<file path="src/hdl/phbp_pkg.sv">
// ----------------------------------------------------------------------------
// Packet header bit packer package
// Shared widths, operation codes and the command and status structs that
// join the controller to the datapath.
// ----------------------------------------------------------------------------
package phbp_pkg;

  localparam int unsigned FuncW     = 3;
  localparam int unsigned BitCountW = 4;
  localparam int unsigned BitValueW = 15;
  localparam int unsigned ZeroPlnW  = 5;
  localparam int unsigned PassCntW  = 8;
  localparam int unsigned SegLenW   = 15;
  localparam int unsigned ByteW     = 8;

  // Operation codes carried in the func field.
  localparam logic [FuncW-1:0] FUNC_RAW         = 3'd0;
  localparam logic [FuncW-1:0] FUNC_ZERO_PLANES = 3'd1;
  localparam logic [FuncW-1:0] FUNC_PASS_CODE   = 3'd2;
  localparam logic [FuncW-1:0] FUNC_LBLOCK      = 3'd3;
  localparam logic [FuncW-1:0] FUNC_FLUSH       = 3'd4;

  // A byte of all ones forces a stuffed zero at the top of the next byte.
  localparam logic [ByteW-1:0] STUFF_BYTE = 8'hff;

  typedef struct packed {
    logic load;  // take the accepted request into the datapath
    logic step;  // pack one chunk of bits, or perform the flush
  } ctrl_cmd_t;

  typedef struct packed {
    logic out_free;  // the output register can take a byte this cycle
    logic finish;    // the current step completes the request
  } dp_status_t;

endpackage

</file>
<file path="src/hdl/phbp_in_if.sv">
// ----------------------------------------------------------------------------
// Input channel
// Valid/ready channel carrying one header field request.
// ----------------------------------------------------------------------------
interface phbp_in_if;
  import phbp_pkg::*;

  logic                 valid;
  logic                 ready;
  logic [FuncW-1:0]     func;
  logic [BitCountW-1:0] bit_count;
  logic [BitValueW-1:0] bit_value;
  logic [ZeroPlnW-1:0]  zero_planes;
  logic [PassCntW-1:0]  pass_count;
  logic [SegLenW-1:0]   seg_length;

  modport source (
    output valid, func, bit_count, bit_value, zero_planes, pass_count, seg_length,
    input  ready
  );

  modport sink (
    input  valid, func, bit_count, bit_value, zero_planes, pass_count, seg_length,
    output ready
  );

endinterface

</file>
<file path="src/hdl/phbp_out_if.sv">
// ----------------------------------------------------------------------------
// Output channel
// Valid/ready channel carrying one packed header byte.
// ----------------------------------------------------------------------------
interface phbp_out_if;
  import phbp_pkg::*;

  logic             valid;
  logic             ready;
  logic [ByteW-1:0] out_byte;
  logic             last_of_item;

  modport source (
    output valid, out_byte, last_of_item,
    input  ready
  );

  modport sink (
    input  valid, out_byte, last_of_item,
    output ready
  );

endinterface

</file>
<file path="src/hdl/packet_header_bit_packer.sv">
// A request is accepted only while the controller is idle, then packed one
// chunk per cycle while the output register is free; a new request is not
// taken until the last chunk of the current one is packed. Each finished byte
// is registered in the output register before it is presented.
// A stalled output register holds the packer until the byte is taken.
// Reset empties the partial byte and leaves eight free bits.
// ----------------------------------------------------------------------------
// Packet header bit packer
// Packs packet header codes MSB first into bytes with bit stuffing.
// ----------------------------------------------------------------------------
module packet_header_bit_packer (
  input  logic     clk_i,
  input  logic     rst_ni,
  phbp_in_if.sink  in_i,
  phbp_out_if.source out_o
);
  import phbp_pkg::*;

  ctrl_cmd_t  cmd;
  dp_status_t status;

  phbp_ctrl u_ctrl (
    .clk_i      (clk_i),
    .rst_ni     (rst_ni),
    .in_valid_i (in_i.valid),
    .in_ready_o (in_i.ready),
    .status_i   (status),
    .cmd_o      (cmd)
  );

  phbp_datapath u_datapath (
    .clk_i         (clk_i),
    .rst_ni        (rst_ni),
    .cmd_i         (cmd),
    .status_o      (status),
    .func_i        (in_i.func),
    .bit_count_i   (in_i.bit_count),
    .bit_value_i   (in_i.bit_value),
    .zero_planes_i (in_i.zero_planes),
    .pass_count_i  (in_i.pass_count),
    .seg_length_i  (in_i.seg_length),
    .out_valid_o   (out_o.valid),
    .out_ready_i   (out_o.ready),
    .out_byte_o    (out_o.out_byte),
    .out_last_o    (out_o.last_of_item)
  );

endmodule

</file>
<file path="src/hdl/phbp_ctrl.sv">
// ----------------------------------------------------------------------------
// Packet header bit packer controller
// Two-state sequencer: waits for a request, then steps the datapath until
// the request's bits have all been packed.
// ----------------------------------------------------------------------------
module phbp_ctrl (
  input  logic                  clk_i,
  input  logic                  rst_ni,
  input  logic                  in_valid_i,
  output logic                  in_ready_o,
  input  phbp_pkg::dp_status_t  status_i,
  output phbp_pkg::ctrl_cmd_t   cmd_o
);
  import phbp_pkg::*;

  localparam logic ST_IDLE = 1'b0;
  localparam logic ST_RUN  = 1'b1;

  logic state_q, state_d;

  assign in_ready_o = (state_q == ST_IDLE);
  assign cmd_o.load = in_valid_i && in_ready_o;
  assign cmd_o.step = (state_q == ST_RUN) && status_i.out_free;

  always_comb begin
    state_d = state_q;
    unique case (state_q)
      ST_IDLE: begin
        if (cmd_o.load) state_d = ST_RUN;
      end
      ST_RUN: begin
        if (cmd_o.step && status_i.finish) state_d = ST_IDLE;
      end
      default: state_d = ST_IDLE;
    endcase
  end

  always_ff @(posedge clk_i or negedge rst_ni) begin
    if (!rst_ni) begin
      state_q <= ST_IDLE;
    end else begin
      state_q <= state_d;
    end
  end

endmodule

</file>
<file path="src/hdl/phbp_datapath.sv">
// ----------------------------------------------------------------------------
// Packet header bit packer datapath
// Encodes a request into a left-aligned bit string and moves it into the partial
// byte one chunk per step, stuffing after an all-ones byte; a flush emits any partial byte.
// ----------------------------------------------------------------------------
module phbp_datapath (
  input  logic                           clk_i,
  input  logic                           rst_ni,
  input  phbp_pkg::ctrl_cmd_t            cmd_i,
  output phbp_pkg::dp_status_t           status_o,
  input  logic [phbp_pkg::FuncW-1:0]     func_i,
  input  logic [phbp_pkg::BitCountW-1:0] bit_count_i,
  input  logic [phbp_pkg::BitValueW-1:0] bit_value_i,
  input  logic [phbp_pkg::ZeroPlnW-1:0]  zero_planes_i,
  input  logic [phbp_pkg::PassCntW-1:0]  pass_count_i,
  input  logic [phbp_pkg::SegLenW-1:0]   seg_length_i,
  output logic                           out_valid_o,
  input  logic                           out_ready_i,
  output logic [phbp_pkg::ByteW-1:0]     out_byte_o,
  output logic                           out_last_o
);
  import phbp_pkg::*;

  // Bit string register and bookkeeping.
  logic [31:0]      sr_q, sr_d;
  logic [5:0]       rem_q, rem_d;
  logic             flush_q, flush_d;
  logic [ByteW-1:0] partial_q, partial_d;
  logic [3:0]       free_q, free_d;
  logic             out_valid_q, out_valid_d;
  logic [ByteW-1:0] out_byte_q, out_byte_d;
  logic             out_last_q, out_last_d;

  // Encoder signals.
  logic [31:0]          enc_value;
  logic [5:0]           enc_count;
  logic [BitValueW-1:0] raw_mask;
  logic [3:0]           len_log;
  logic [2:0]           pass_log;
  logic [3:0]           len_bits;
  logic [3:0]           p_plus3;
  logic [3:0]           ones_k;
  logic [3:0]           len_width;
  logic [31:0]          ones_mask;
  logic [7:0]           pc_off;

  // Step signals.
  logic [3:0]       n_take;
  logic [3:0]       free_after;
  logic [5:0]       rem_after;
  logic [ByteW-1:0] top_mask;
  logic [ByteW-1:0] chunk;
  logic [ByteW-1:0] partial_next;
  logic             byte_done;
  logic [3:0]       free_new;
  logic             emit;

  // Priority encoders for floor(log2) of the length and the pass count.
  always_comb begin
    len_log = 4'd0;
    for (int i = 1; i < SegLenW; i++) begin
      if (seg_length_i[i]) len_log = 4'(i);
    end
    pass_log = 3'd0;
    for (int i = 1; i < PassCntW; i++) begin
      if (pass_count_i[i]) pass_log = 3'(i);
    end
  end

  always_comb begin
    raw_mask  = ~({BitValueW{1'b1}} << bit_count_i);
    len_bits  = len_log + 4'd1;
    p_plus3   = {1'b0, pass_log} + 4'd3;
    if (len_bits >= p_plus3) begin
      ones_k    = len_bits - p_plus3;
      len_width = len_bits;
    end else begin
      ones_k    = 4'd0;
      len_width = p_plus3;
    end
    ones_mask = ~(32'hffff_ffff << ones_k);
    pc_off    = 8'd0;
    enc_value = 32'd0;
    enc_count = 6'd0;
    unique case (func_i)
      FUNC_RAW: begin
        enc_value = {17'd0, bit_value_i & raw_mask};
        enc_count = {2'd0, bit_count_i};
      end
      FUNC_ZERO_PLANES: begin
        enc_value = 32'd1;
        enc_count = {1'b0, zero_planes_i} + 6'd1;
      end
      FUNC_PASS_CODE: begin
        if (pass_count_i == 8'd1) begin
          enc_value = 32'd0;
          enc_count = 6'd1;
        end else if (pass_count_i == 8'd2) begin
          enc_value = 32'd2;
          enc_count = 6'd2;
        end else if (pass_count_i >= 8'd3 && pass_count_i <= 8'd5) begin
          pc_off    = pass_count_i - 8'd3;
          enc_value = 32'd12 + {24'd0, pc_off};
          enc_count = 6'd4;
        end else if (pass_count_i >= 8'd6 && pass_count_i <= 8'd36) begin
          pc_off    = pass_count_i - 8'd6;
          enc_value = {23'd0, 4'hf, pc_off[4:0]};
          enc_count = 6'd9;
        end else if (pass_count_i >= 8'd37 && pass_count_i <= 8'd164) begin
          pc_off    = pass_count_i - 8'd37;
          enc_value = {16'd0, 9'h1ff, pc_off[6:0]};
          enc_count = 6'd16;
        end
      end
      FUNC_LBLOCK: begin
        if (seg_length_i != '0 && pass_count_i != '0) begin
          // Ones of the Lblock increment, a terminating zero, then the length.
          enc_value = (ones_mask << ({1'b0, len_width} + 5'd1)) | {17'd0, seg_length_i};
          enc_count = {2'd0, ones_k} + {2'd0, len_width} + 6'd1;
        end
      end
      default: begin
        enc_value = 32'd0;
        enc_count = 6'd0;
      end
    endcase
  end

  // One step takes as many bits as fit in the partial byte.
  always_comb begin
    n_take       = (rem_q < {2'd0, free_q}) ? rem_q[3:0] : free_q;
    free_after   = free_q - n_take;
    rem_after    = rem_q - {2'd0, n_take};
    top_mask     = 8'hff << (4'd8 - n_take);
    chunk        = (sr_q[31:24] & top_mask) >> (4'd8 - free_q);
    partial_next = partial_q | chunk;
    byte_done    = !flush_q && (free_after == 4'd0);
    free_new     = (partial_next == STUFF_BYTE) ? 4'd7 : 4'd8;
    emit         = flush_q ? (free_q < 4'd8) : byte_done;
  end

  assign status_o.out_free = !out_valid_q || out_ready_i;
  assign status_o.finish   = flush_q || (rem_after == 6'd0);

  always_comb begin
    sr_d        = sr_q;
    rem_d       = rem_q;
    flush_d     = flush_q;
    partial_d   = partial_q;
    free_d      = free_q;
    out_valid_d = out_valid_q && !out_ready_i;
    out_byte_d  = out_byte_q;
    out_last_d  = out_last_q;
    if (cmd_i.load) begin
      sr_d    = enc_value << (6'd32 - enc_count);
      rem_d   = enc_count;
      flush_d = (func_i == FUNC_FLUSH);
    end else if (cmd_i.step) begin
      if (flush_q) begin
        if (emit) begin
          partial_d = '0;
          free_d    = 4'd8;
        end
      end else begin
        sr_d  = sr_q << n_take;
        rem_d = rem_after;
        if (byte_done) begin
          partial_d = '0;
          free_d    = free_new;
        end else begin
          partial_d = partial_next;
          free_d    = free_after;
        end
      end
      if (emit) begin
        out_valid_d = 1'b1;
        out_byte_d  = flush_q ? partial_q : partial_next;
        // The byte is the last one unless the remaining bits fill another.
        out_last_d  = flush_q || ({2'd0, free_new} > rem_after);
      end
    end
  end

  always_ff @(posedge clk_i or negedge rst_ni) begin
    if (!rst_ni) begin
      rem_q       <= '0;
      flush_q     <= 1'b0;
      partial_q   <= '0;
      free_q      <= 4'd8;
      out_valid_q <= 1'b0;
    end else begin
      rem_q       <= rem_d;
      flush_q     <= flush_d;
      partial_q   <= partial_d;
      free_q      <= free_d;
      out_valid_q <= out_valid_d;
    end
  end

  always_ff @(posedge clk_i) begin
    sr_q       <= sr_d;
    out_byte_q <= out_byte_d;
    out_last_q <= out_last_d;
  end

  assign out_valid_o = out_valid_q;
  assign out_byte_o  = out_byte_q;
  assign out_last_o  = out_last_q;

endmodule

</file>
<file path="src/flat_wrapper.sv">
// flat-port wrapper written by rule: the top's interface ports become plain ports
module packet_header_bit_packer_flat import phbp_pkg::*;
  (clk_i, rst_ni, in_i_valid, in_i_func, in_i_bit_count, in_i_bit_value, in_i_zero_planes, in_i_pass_count, in_i_seg_length, in_i_ready, out_o_valid, out_o_out_byte, out_o_last_of_item, out_o_ready);
  phbp_in_if in_i_i ();
  phbp_out_if out_o_i ();
  input  logic clk_i;
  input  logic rst_ni;
  input wire logic [$bits(in_i_i.valid)-1:0] in_i_valid;
  input wire logic [$bits(in_i_i.func)-1:0] in_i_func;
  input wire logic [$bits(in_i_i.bit_count)-1:0] in_i_bit_count;
  input wire logic [$bits(in_i_i.bit_value)-1:0] in_i_bit_value;
  input wire logic [$bits(in_i_i.zero_planes)-1:0] in_i_zero_planes;
  input wire logic [$bits(in_i_i.pass_count)-1:0] in_i_pass_count;
  input wire logic [$bits(in_i_i.seg_length)-1:0] in_i_seg_length;
  output wire logic [$bits(in_i_i.ready)-1:0] in_i_ready;
  output wire logic [$bits(out_o_i.valid)-1:0] out_o_valid;
  output wire logic [$bits(out_o_i.out_byte)-1:0] out_o_out_byte;
  output wire logic [$bits(out_o_i.last_of_item)-1:0] out_o_last_of_item;
  input wire logic [$bits(out_o_i.ready)-1:0] out_o_ready;
  assign in_i_i.valid = in_i_valid;
  assign in_i_i.func = in_i_func;
  assign in_i_i.bit_count = in_i_bit_count;
  assign in_i_i.bit_value = in_i_bit_value;
  assign in_i_i.zero_planes = in_i_zero_planes;
  assign in_i_i.pass_count = in_i_pass_count;
  assign in_i_i.seg_length = in_i_seg_length;
  assign in_i_ready = in_i_i.ready;
  assign out_o_valid = out_o_i.valid;
  assign out_o_out_byte = out_o_i.out_byte;
  assign out_o_last_of_item = out_o_i.last_of_item;
  assign out_o_i.ready = out_o_ready;
  packet_header_bit_packer u_core (.clk_i(clk_i), .rst_ni(rst_ni), .in_i(in_i_i), .out_o(out_o_i));
endmodule
</file>
<file path="config.mk">
export PLATFORM = sky130hd
export DESIGN_NAME = packet_header_bit_packer_flat
export DESIGN_NICKNAME = d
export VERILOG_FILES = /design/src/hdl/phbp_pkg.sv /design/src/hdl/phbp_in_if.sv /design/src/hdl/phbp_out_if.sv /design/src/hdl/packet_header_bit_packer.sv /design/src/hdl/phbp_ctrl.sv /design/src/hdl/phbp_datapath.sv /design/src/flat_wrapper.sv
export SDC_FILE = /design/constraint.sdc
export NUM_CORES = 1
export LEC_CHECK = 0
export BUFFER_PORTS_ARGS = -buffer_cell sky130_fd_sc_hd__buf_2
export CAP_MARGIN = 10
export CORE_MARGIN = 1.5
export CORE_UTILIZATION = 40
export DETAILED_ROUTE_END_ITERATION = 7
export PLACE_DENSITY = 0.58
export SLEW_MARGIN = 20
export SYNTH_ARGS = -nofsm -noshare
export SYNTH_HDL_FRONTEND = slang
export SYNTH_SLANG_ARGS = --single-unit
</file>
<file path="constraint.sdc">
create_clock -name clk_i -period 9.9 [get_ports clk_i]
set_input_delay 1.98 -clock clk_i [delete_from_list [all_inputs] [get_ports clk_i]]
set_output_delay 1.98 -clock clk_i [all_outputs]
set_load 0.01 [all_outputs]
</file>
Yosys cells after proc, flatten, opt, wreduce, memory -nomap -nowiden
Cells that the tools add are included.
{"block": "word_totals", "inputBits": 54, "reg_bits": 62, "out_inout_bits": 11, "elab_cells": 142}
{"block": "classes", "addsub": 16, "magnitude_cmp": 10, "reduce_logical": 24, "n_bitwise": 8, "shifts": 7, "n_mux": 59, "n_eq_ne": 9}
{"cell": "two-way mux 32 bit", "n": 4}
{"cell": "case mux 32 bit (4 select lines)", "n": 1}
{"cell": "two-way mux 16 bit", "n": 5}
{"cell": "two-way mux 4 bit", "n": 19}
{"cell": "two-way mux 8 bit", "n": 4}
{"cell": "NOT 32 bit", "n": 1}
{"cell": "OR 32 x 15 -> 32 bit", "n": 1}
{"cell": "<< shifter 32 x 4 -> 32 bit", "n": 1}
{"cell": "<< shifter 32 x 4 -> 32 bit (first input constant)", "n": 1}
{"cell": "<< shifter 32 x 5 -> 32 bit", "n": 1}
{"cell": "<< shifter 32 x 6 -> 32 bit", "n": 1}
{"cell": "two-way mux 5 bit", "n": 5}
{"cell": "two-way mux 6 bit", "n": 4}
{"cell": "case mux 6 bit (4 select lines)", "n": 1}
{"cell": "two-way mux 3 bit", "n": 6}
{"cell": "bitwise AND 15 bit", "n": 1}
{"cell": "NOT 15 bit", "n": 1}
{"cell": "nonzero test 15 bit", "n": 1}
{"cell": "<< shifter 15 x 4 -> 15 bit (first input constant)", "n": 1}
{"cell": "adder 5 x 1 -> 6 bit (second input constant)", "n": 2}
{"cell": "adder 4 x 8 -> 9 bit (first input constant)", "n": 1}
{"cell": "logical AND 1 bit", "n": 9}
{"cell": "bitwise AND 8 bit", "n": 1}
{"cell": "equality test 8 x 1 -> 1 bit (second input constant)", "n": 1}
{"cell": "43 further kinds", "n": 60}

Logic depth before layout (Yosys ltp)
{"block": "depth", "ltp_word": 25, "mapped_depth": 35, "mapped_depth_nobuf": 28}

By module
A second synthesis with hierarchy kept.
{"block": "hier_totals", "hier_cells": 1311, "hier_area_um2": 10039.6}
{"mod": "phbp_datapath", "cells_each": 1305, "seq_area_each_um2": 1732.9, "instances": 1, "area_per_inst_um2": 9984.6}
{"mod": "phbp_ctrl", "cells_each": 6, "seq_area_each_um2": 25.0, "instances": 1, "area_per_inst_um2": 55.1}

Worst setup path after synthesis
No wires, ideal clock.
{"block": "synth_timing", "path_type": "input to register", "start": "input port in_i_seg_length[11]", "end": "register u_core.u_datapath.sr_q[28], data pin", "stages": 33, "setup_time_ns": 0.263, "arrival_time_ns": 8.563, "n_path_buf": 8, "t_required_ns": 9.637, "path_slack_ns": 1.074, "path_cell_list": "buf_2 nor3b_1 or3_1 a31o_2 buf_4 inv_2 buf_2 ha_1 xnor2_4 inv_4 ha_1 buf_2 inv_1 o31ai_4 clkbuf_1 clkbuf_1 nand2_1 ha_1 inv_1 nand3_1 o211ai_1 inv_1 clkbuf_1 clkbuf_1 ha_1 inv_1 a2111oi_2 or3_1 a31o_2 nor2_4 nand2_2 o221ai_1 a2111o_1"}
{"block": "synth_via", "elab_chain_len": 15, "word_cells_on_any_way": 25, "classes_between": "6 x add/sub; 1 x order compare; 3 x shift; 11 x mux; 2 x bitwise; 2 x reduce/logical"}
{"item": "start, declared", "line": "flat_wrapper.sv:14", "text": "input wire logic [$bits(in_i_i.seg_length)-1:0] in_i_seg_length;"}
{"item": "parallel branches: the longest is 13 deep, another holds adder 5 x 1 -> 6 bit"}
{"item": "<< shifter 32 x 6 -> 32 bit (*)", "line": "phbp_datapath.sv:155", "text": "sr_d = enc_value << (6'd32 - enc_count);"}
{"item": "two-way mux 32 bit (*)", "line": "phbp_datapath.sv:154", "text": "if (cmd_i.load) begin"}
{"item": "named net u_core.u_datapath.sr_d[28]", "line": "phbp_datapath.sv:25", "text": "logic [31:0] sr_q, sr_d;"}
{"item": "end signal, assigned", "line": "phbp_datapath.sv:201", "text": "sr_q <= sr_d;"}
{"item": "end, declared", "line": "phbp_datapath.sv:25"}
Mark *: on every way through the listed nets, which the timed path passes.
A chain may end at the register's enable or synchronous reset.

Worst setup path in the final report
{"block": "layout_timing", "start": "input port in_i_seg_length[10]", "end": "register u_core.u_datapath.sr_q[21], data pin"}
{"block": "layout_via", "elab_chain_len": 16, "word_cells_on_any_way": 26, "classes_between": "6 x add/sub; 1 x order compare; 3 x shift; 12 x mux; 2 x bitwise; 2 x reduce/logical"}
{"item": "parallel branches: the longest is 14 deep, another holds adder 5 x 1 -> 6 bit"}
{"item": "<< shifter 32 x 6 -> 32 bit (*)", "line": "phbp_datapath.sv:155"}
{"item": "two-way mux 32 bit (*)", "line": "phbp_datapath.sv:154"}
{"item": "named net u_core.u_datapath.sr_d[21]", "line": "phbp_datapath.sv:25"}
Marked as above.

==> out/results.txt <==
Hold WC Path Type -> flop to flop
Dpl cell area -> 0.01116 mm^2
Cell area after layout -> 0.01148 mm^2
I/O pin total -> 65
Hold endpoint -> u_core.u_datapath.partial_q[1]
Critical Path RT -> 9970 ps
Clock Path Buffers -> 2
WP data arrival -> 8780 ps
Clk_lat worst skew -> 340 ps
Hold-critical path depth -> 2
Slew @ Worst Pin -> 997.5 ps
Setup TNS -> 0 ps
Finished Layout Cells -> 1734
Final Hold Viols -> 0
CP max FO -> 17
Post-Synthesis Cells -> 1367
IO Port Bufs -> 64
Critical Path Start Type -> input port
Post-CTS Setup Inserts -> 0
DRT antenna net count -> 0
Nets@finish -> 1496
Number of global-route vias before repair -> 11070
Die width -> 164.6 um
YS warnings -> 0
Synth Register Bits -> 62
Sequential fraction of the synthesis area -> 0.1683
Total global routing overflow -> 0
Syn nets -> 1464
Number of H-tree levels -> 3
# clock sinks -> 62
Outcome -> complete, no violations
DP Wirelength -> 32170 um
Worst IR Drop VDD -> 0.0002522 V
Core area -> 0.02540 mm^2
Main combinational cell family by area after synthesis -> compound AO/OA/AOI/OAI gates
Dpl cells -> 1718
Avg WL per Cell -> 23.64 um
R2R setup slack -> 2390 ps
DR pass1 iterations -> 6
Post-synth EDFFs -> 41
Post-synth top flop -> edfxtp_1
Layout cells sized above 1 -> 0.1489
# hold bufs at CTS -> 0
Min cycle time layout -> 8712 ps
Final period utilization -> 0.8800
Reg2reg path depth -> 27
Crit Reg-Reg Startpoint -> u_core.u_datapath.free_q[1]
RSZ-0062 raised after global routing -> false
Root buffer cell -> clkbuf_16
DRT iter0 DRCs -> 1253
CTS tree -> done
Worst Min Path Start -> u_core.u_datapath.partial_q[1]
Ys async rst share -> 0.3387
Area growth from synthesis to layout -> 9.932%
Via count -> 11750
Crit path kind -> input port to flop
Via density per instance -> 6.776
Die Y -> 164.6 um
Placement Rows -> 58
XOR/XNOR Fraction of Synth Area -> 0.03582
Placer Congestion -> 0.9755
Starting Density -> 0.4112
Final Skew -> 12.22 ps
Max-slew violation count -> 0
Setup crit end kind -> flop
ANT cells -> 0
Clk slew on worst S/H paths -> 60 ps
Clock buffer count from CTS -> 9
Largest net degree at the start of global routing -> 36
First-pass GRT wire length -> 64360 um
Post-CTS resize count -> 0
Drt total wl -> 40990 um
Leakage power -> 4.373 nW
Total Routing Usage GR -> 0.3044
Pwr Density -> 368.8 mW/mm^2
Maxcap violations -> 0
# setup viols final -> 0
Initial antenna violation count -> 0
Multiplexer share of the synthesized area -> 0.1176
Reg-to-Reg End -> u_core.u_datapath.out_last_o
Rel. slew slack -> 0.3343
Synth Area in Adders -> 0.05463
Die ar. -> 0.02709 mm^2
Synthesized area -> 0.01044 mm^2
Netlist cell types -> 108
Fmax -> 114.8 MHz
# DRC -> 0
Post-synthesis compound-gate area fraction -> 0.3480
Simple-gate portion of the synthesized area -> 0.2221
Syn Area/Cell -> 7.640 um^2
==> cell usage in the layout, fill, tap and decap left out, types with 10 or more instances in the layout <==
master,instances
buf_2,64
edfxtp_1,41
a221oi_1,10
a22oi_1,10
a21oi_1,86
inv_1,54
nand3_1,55
nor2_1,106
o211ai_1,31
nor3_1,44
nand2_1,148
nor4_1,12
xnor2_1,19
o221ai_1,10
a211o_1,12
a2bb2oi_1,12
nand4_1,11
nor2b_1,11
o22ai_1,20
a21o_1,11
xor2_1,11
a211oi_1,24
o31ai_1,17
nand2b_1,16
mux2i_1,76
or3_1,13
o21ai_0,80
mux2_2,22
and2_1,14
dfrtp_1,20
a31oi_1,26
buf_4,37
ha_1,40
==> cells by family after synthesis <==
family / Yosys count
simple gates: 475
compound gates: 500
buf+inv: 141
mux: 109
xor+xnor: 36
fa+ha+maj: 44
flops: 62
==> area by class of cell <==
cell class	count	area (um^2)
inverters	61	231.5
clock buffers	9	225.2
fillers	2624	13920
repair buffers	101	598.1
well taps	330	412.9
clock inverters	7	96.34
flip-flops and latches	62	1758
multi-input cells	1164	8159
==> per-stage QoR <==
stage	total power, W	utilization	worst slack, ps	hold WS (ps)
2_1_floorplan	0.002926	-	1074	466.0
6_report	0.004234	0.4520	1188	500.0
3_5_place_dp	0.003812	0.4392	993.0	486.7
4_1_cts	0.004176	0.4519	1330	498.7
3_3_place_gp	0.003807	0.4392	1096	478.0
5_1_grt	0.004548	0.4520	709.6	541.9
==> cell usage after synthesis, types with 11 or more instances <==
library cell | instances | area [um^2]
mux2i_1 | 77 | 770.7
a2bb2oi_1 | 12 | 105.1
o31ai_1 | 17 | 127.6
a211o_1 | 12 | 105.1
nor2b_1 | 11 | 68.82
o211ai_1 | 31 | 232.7
dfrtp_1 | 20 | 500.5
nand2b_1 | 16 | 100.1
o22ai_1 | 20 | 125.1
inv_1 | 54 | 202.7
o21ai_0 | 80 | 400.4
xnor2_1 | 21 | 183.9
and2_1 | 14 | 87.58
nor4_1 | 12 | 75.07
xor2_1 | 11 | 96.34
a31oi_1 | 26 | 162.7
a21oi_1 | 87 | 435.4
ha_1 | 40 | 500.5
clkbuf_1 | 56 | 210.2
nor2_1 | 106 | 397.9
or3_1 | 13 | 81.33
nand3_1 | 55 | 275.3
nand2_1 | 148 | 555.5
nand4_1 | 11 | 68.82
a21o_1 | 11 | 82.58
mux2_2 | 22 | 247.7
a211oi_1 | 24 | 180.2
buf_2 | 15 | 75.07
nor3_1 | 44 | 220.2
edfxtp_1 | 41 | 1231
==> worst max path at each step <==
stage	from	endpoint	slack [ps]	cells past startpoint
detailed placement	in_i_seg_length[10]	u_core.u_datapath.sr_q[28]	990	25
global placement	in_i_seg_length[1]	u_core.u_datapath.sr_q[27]	1100	25
CTS	in_i_seg_length[10]	u_core.u_datapath.sr_q[28]	1330	25
finish	in_i_seg_length[10]	u_core.u_datapath.sr_q[21]	1190	25
floorplan	in_i_seg_length[11]	u_core.u_datapath.sr_q[28]	1070	33
global route	in_i_seg_length[10]	u_core.u_datapath.sr_q[28]	710	28
==> flip-flops by register name, summed over array words and instances, names as in the netlist <==
signal,flops
u_core.u_datapath.out_last_o,1
u_core.u_datapath.free_q,4
u_core.u_datapath.sr_q,32
u_core.u_datapath.partial_q,8
u_core.u_ctrl.state_q,1
u_core.u_datapath.out_byte_o,8
u_core.u_datapath.out_valid_o,1
u_core.u_datapath.flush_q,1
u_core.u_datapath.rem_q,6
==> layer usage <==
| layer | up-vias | track usage | wire (um) |
|---|---|---|---|
| li1 | 5406 | - | - |
| met4 | 0 | 0.1188 | 1809 |
| met3 | 141 | 0.03390 | 2713 |
| met5 | - | 0 | 0 |
| met1 | 5632 | 0.4007 | 17400 |
| met2 | 571 | 0.5084 | 19070 |
==> critical path: stages <==
cell	delay, ps
buf_2	140
nor3b_1	150
or3_1	370
a31o_2	330
inv_2	250
ha_1	330
xnor2_4	200
inv_4	100
ha_1	450
inv_1	140
o31ai_4	660
nor2_1	200
a21oi_4	160
buf_4	210
inv_2	80
ha_1	330
xor2_1	290
o21ai_0	340
a2111oi_2	730
xnor2_1	240
nand3_1	390
nor2_1	120
nand2_1	90
o211ai_1	90
or3_1	390
==> where the power goes <==
part	switching [W]	leakage, nW	internal, W
clock	0.000130	0.150	0.000221
combinational	0.00206	3.54	0.00122
sequential	0.000116	0.686	0.000495
total	0.00230	4.37	0.00193
Power figures use the tool's default switching activity.
